===== src/rtl/bth_pkg.sv =====
// Package for the boundary tag heap allocator: types, codes and constants.
// No dependencies; used by bth_front, bth_back, the core and the testbench.
package bth_pkg;

    localparam int unsigned HEAP_BYTES_DEF = 32768;
    localparam int unsigned TAG_W = 17;
    localparam int unsigned SIZE_W = 16;
    localparam int unsigned OFF_W = 17;

    typedef enum logic [1:0] {
        KIND_ALLOC  = 2'd0,
        KIND_FREE   = 2'd1,
        KIND_FORMAT = 2'd2,
        KIND_NONE   = 2'd3
    } kind_t;

    typedef enum logic [1:0] {
        ST_DONE  = 2'd0,
        ST_NOFIT = 2'd1,
        ST_SMALL = 2'd2
    } status_t;

    typedef enum logic [1:0] {
        OP_ALLOC  = 2'd0,
        OP_FREE   = 2'd1,
        OP_FORMAT = 2'd2,
        OP_RESULT = 2'd3
    } op_t;

    typedef struct packed {
        op_t                 op;
        logic [OFF_W-1:0]    arg;
        status_t             status;
    } cmd_t;

    typedef enum logic [4:0] {
        S_IDLE,
        S_FMT0,
        S_FMT1,
        S_A_RD,
        S_A_WT,
        S_A_CHK,
        S_A_W0,
        S_A_W1,
        S_A_W2,
        S_A_W3,
        S_F_RD,
        S_F_WT,
        S_F_CHK,
        S_F_NRD,
        S_F_NWT,
        S_F_PRD,
        S_F_PWT,
        S_F_W0,
        S_F_W1,
        S_OUT
    } state_t;

endpackage


===== src/rtl/bth_front.sv =====
// Front end: accepts input transfers, classifies them and queues commands.
// Depends on bth_pkg.
module bth_front (
    input  logic                    clk,
    input  logic                    rst_n,
    input  logic                    s_tvalid,
    output logic                    s_tready,
    input  logic [32:0]             s_tdata,
    output logic                    q_valid,
    input  logic                    q_pop,
    output bth_pkg::cmd_t           q_cmd
);

    localparam int unsigned QD = 2;

    bth_pkg::cmd_t   q_reg [QD];
    logic            wp_reg, rp_reg;
    logic [1:0]      cnt_reg;
    bth_pkg::cmd_t   cls;
    logic [1:0]      kind;
    logic [15:0]     req;
    logic [14:0]     baddr;
    logic            push;

    assign kind  = s_tdata[1:0];
    assign req   = s_tdata[17:2];
    assign baddr = s_tdata[32:18];

    always_comb
    begin
        cls.op     = bth_pkg::OP_RESULT;
        cls.arg    = '0;
        cls.status = bth_pkg::ST_DONE;
        unique case (bth_pkg::kind_t'(kind))
            bth_pkg::KIND_ALLOC:
            begin
                if (req == 16'd0)
                begin
                    cls.status = bth_pkg::ST_NOFIT;
                end
                else
                begin
                    cls.op  = bth_pkg::OP_ALLOC;
                    cls.arg = ({1'b0, req} + 17'd7) & ~17'd7;
                end
            end
            bth_pkg::KIND_FREE:
            begin
                if (baddr != 15'd0 && baddr[2:0] == 3'd0)
                begin
                    cls.op  = bth_pkg::OP_FREE;
                    cls.arg = {2'b00, baddr} - 17'd8;
                end
            end
            bth_pkg::KIND_FORMAT: cls.op = bth_pkg::OP_FORMAT;
            bth_pkg::KIND_NONE:   cls.op = bth_pkg::OP_RESULT;
        endcase
    end

    assign s_tready = (cnt_reg != 2'(QD));
    assign push     = s_tvalid && s_tready;
    assign q_valid  = (cnt_reg != 2'd0);
    assign q_cmd    = q_reg[rp_reg];

    always_ff @(posedge clk or negedge rst_n)
    begin
        if (!rst_n)
        begin
            wp_reg  <= 1'b0;
            rp_reg  <= 1'b0;
            cnt_reg <= 2'd0;
        end
        else
        begin
            if (push)
            begin
                wp_reg <= ~wp_reg;
            end
            if (q_pop && q_valid)
            begin
                rp_reg <= ~rp_reg;
            end
            cnt_reg <= cnt_reg + 2'(push) - 2'(q_pop && q_valid);
        end
    end

    always_ff @(posedge clk)
    begin
        if (push)
        begin
            q_reg[wp_reg] <= cls;
        end
    end

endmodule


===== config.mk =====
export PLATFORM = sky130hd
export DESIGN_NAME = bth_front
export DESIGN_NICKNAME = d
export VERILOG_FILES = /design/src/rtl/bth_pkg.sv /design/src/rtl/bth_front.sv
export SDC_FILE = /design/constraint.sdc
export NUM_CORES = 1
export LEC_CHECK = 0
export BUFFER_PORTS_ARGS = -buffer_cell sky130_fd_sc_hd__buf_2
export CAP_MARGIN = 20
export CORE_UTILIZATION = 40
export DETAILED_ROUTE_END_ITERATION = 8
export MAX_ROUTING_LAYER = met4
export SKIP_LAST_GASP = 1
export SYNTH_ARGS = -nofsm -noshare
export SYNTH_HDL_FRONTEND = slang
export SYNTH_SLANG_ARGS = --single-unit
export TNS_END_PERCENT = 1

===== constraint.sdc =====
create_clock -name clk -period 3.9 [get_ports clk]
set_input_delay 0.195 -clock clk [delete_from_list [all_inputs] [get_ports clk]]
set_output_delay 0.195 -clock clk [all_outputs]
set_load 0.03 [all_outputs]

==> run_results.csv <==
group,metric,value,unit
clocking,clock_latency,0.30,ns
global_routing,antenna_found_initial,0,
detailed_routing,drt_iter0_drc,59,
global_routing,grt_pass1_wl,7548,um
timing,relSlewSlack,0.3358,
clocking,cts_buffer_depth,2,
global_routing,grt_pass1_vias,1542,
die,ios,60,
die,die_h,79.22,um
detailed_routing,drc,0,
yosys,yosys-top-cells-area,"edfxtp_1 (50%), mux2_2 (9.4%), xnor2_1 (7.3%)",
global_routing,grt.total_usage,0.1677,
yosys,avgSynthCellArea,12.89,um^2
final_layout,drive_gt1_frac,0.4150,
clocking,numCtsBuffers,5,
timing,setup_viol,0,
power_and_ir_drop,seqPwrFrac,0.435,
yosys,synthCells,185,
placement,hpwl,3576,um
timing,min_period_over_period,0.5267,
timing,worst_slew_pin_slew,0.9963,ns
final_layout,fin_nets,292,
worst_setup_path,rr_worst_depth,7,
power_and_ir_drop,combPwrFrac,0.397,
placement,placed_cell_area,2760,um^2
detailed_routing,wire_per_inst,14.73,um
global_routing,grt_max_degree,22,
final_layout,stdcell_area,2858,um^2
timing,period_needed,2.054,ns
final_layout,fillerInstances,522,
detailed_routing,drt-total-wl,4786,um
yosys,yosys_warnings,0,
power_and_ir_drop,totalPowerFinal,1.663,mW
final_layout,syn2layout_area_growth,19.83,%
clocking,clock_sinks,44,
job,max_cap_violations,0,
yosys,ys_seq_elements,44,
yosys,synth.cell_area,2385,um^2
clocking,cts_resized,0,
worst_hold_path,hold_class,"input port to async pin",
clocking,cts-root-buf,"clkbuf_8",
timing,finalMaxSlewViolations,0,
die,fp.dieArea,6275,um^2
run_status,status,"completed",
yosys,synth_top_cell_by_area,"edfxtp_1",
power_and_ir_drop,swShare,0.3835,
clocking,cts_tree,"yes",
power_and_ir_drop,p_clk_frac,0.167,
power_and_ir_drop,p_leak,1.036,nW
yosys,synth_cell_types,39,
worst_setup_path,cp.required,3.70,ns
placement,portBuffers,58,
clocking,cts_setup_buffers,0,
worst_setup_path,startpoint_type,"flip-flop",
timing,skew,0.005776,ns
die,initial_utilization,0.4227,
placement,numPlacedInstances,316,
power_and_ir_drop,p_int,1.025,mW
detailed_routing,vias,1648,
final_layout,largest_reg_flops,40,
worst_setup_path,crit_fanout,21,
worst_setup_path,crit_type,"flip-flop to output port",
die,dieWidth,79.22,um
clocking,cts-hold-fix-buffers,1,
detailed_routing,antenna_left,0,
timing,rsz0062_at_grt,"no",
placement,gp_congestion,0.8472,
worst_setup_path,endpoint_kind,"output port",
worst_setup_path,critical_path_arrival,1.86,ns
yosys,seq_area_frac_synth,0.5456,
clocking,ctsHtreeMaxLevel,2,
power_and_ir_drop,peakVddDrop,386.8,uV
detailed_routing,first_pass_iters,4,
timing,max_freq,486.8,MHz
final_layout,n_antenna_cell,0,
detailed_routing,vias_per_cell,5.071,
final_layout,layoutNonFillerInstCount,325,
power_and_ir_drop,switching_power,637.8,uW
global_routing,grt-ovfl-total,0,
timing,hold_viol_final,0,
die,coreArea,5642,um^2
yosys,synth_top_area_frac,0.5037,
power_and_ir_drop,power_density,582.0,nW/um^2
timing,setup_tns,0,ns
die,num_rows,27,
clocking,path_clk_slew,0.08,ns
-- kinds of logic (layout without fill, tap and decap cells) --
family | after synthesis | after routing | share of synthesized area
muxes | 20 | 20 | 0.09444
AOI/OAI and AO/OA | 21 | 21 | 0.07922
adders and majority gates | 3 | 3 | 0.01574
DFF | 44 | 44 | 0.5456
buffers and inverters | 13 | 75 | 0.02728
other | 1 | 7 | 0.001572
and+or+nand+nor | 60 | 60 | 0.1516
xor gates and xnor gates | 23 | 23 | 0.08447
-- layer usage --
metal	routed length [um]	global-route usage
met5	0	-
met4	108	0.08545
met3	223	0.03563
met2	2139	0.2560
met1	2314	0.2099
-- Yosys cell counts (all sizes together) --
cell type / n
edfxtp: 40
mux2: 20
xnor2: 20
nor2: 12
nor3: 10
o22ai: 9
nor4: 8
nand2: 7
nand3: 7
inv: 6
o21ai: 5
buf: 4
dfrtp: 4
nand2b: 4
clkbuf: 3
ha: 3
nand4: 3
xor2: 3
and2: 2
o211ai: 2
o31ai: 2
or2: 2
or4: 2
and3: 1
conb: 1
o2111ai: 1
o21bai: 1
o41a: 1
or3: 1
or4b: 1
-- final timing paths --
kind | start | endpoint | slack, ns
max | rp_reg | q_cmd[12] | 1.85
min | rst_n | rp_reg | 0.23
max reg2reg | cnt_reg[1] | cnt_reg[1] | 2.14
min reg2reg | cnt_reg[1] | cnt_reg[1] | 0.50
max in group asynchronous | rst_n | cnt_reg[0] | 3.55
min in group clk | s_tvalid | wp_reg | 0.23
-- cells in the final DEF, fill, tap and decap left out, types with 7 or more instances in the layout --
| cell | instances |
|---|---|
| mux2_2 | 20 |
| xnor2_1 | 20 |
| nor3_1 | 7 |
| nand2_1 | 7 |
| edfxtp_1 | 40 |
| conb_1 | 7 |
| buf_2 | 58 |
| nor2_1 | 12 |
-- per-stage QoR --
| stage | hold WS [ns] | setup WS (ns) | utilization |
|---|---|---|---|
| floorplan | -0.1006 | 1.796 | - |
| global placement | 0.008088 | 1.946 | 0.4892 |
| detailed placement | 0.009366 | 1.918 | 0.4892 |
| CTS | 0.2170 | 1.794 | 0.5065 |
| global route | 0.2256 | 1.729 | 0.5065 |
| finish | 0.2307 | 1.846 | 0.5065 |
-- power by group through the flow --
stage | clock network (mW) | logic, mW | registers (mW)
global placement | 0 | 0.664 | 0.736
detailed placement | 0 | 0.669 | 0.739
floorplan | 0 | 0.522 | 0.688
finish | 0.278 | 0.661 | 0.724
CTS | 0.285 | 0.673 | 0.728
global route | 0.303 | 0.709 | 0.740
-- critical path, cell delays in order (launching register included) --
cell and delay (ns):
dfrtp_1 0.95, mux2_2 0.43, buf_2 0.18
-- final cells by class --
type                    instances  area [um^2]  area share
clock buffers                   5        68.82     0.02408
repair buffers                 61        315.3      0.1103
well taps                      72        90.09     0.03152
inverters                       6        22.52    0.007881
flip-flops and latches         44         1301      0.4553
multi-input cells             134         1041      0.3643
clock inverters                 3        18.77    0.006567
No activity file was read; power rests on OpenSTA's default activity.
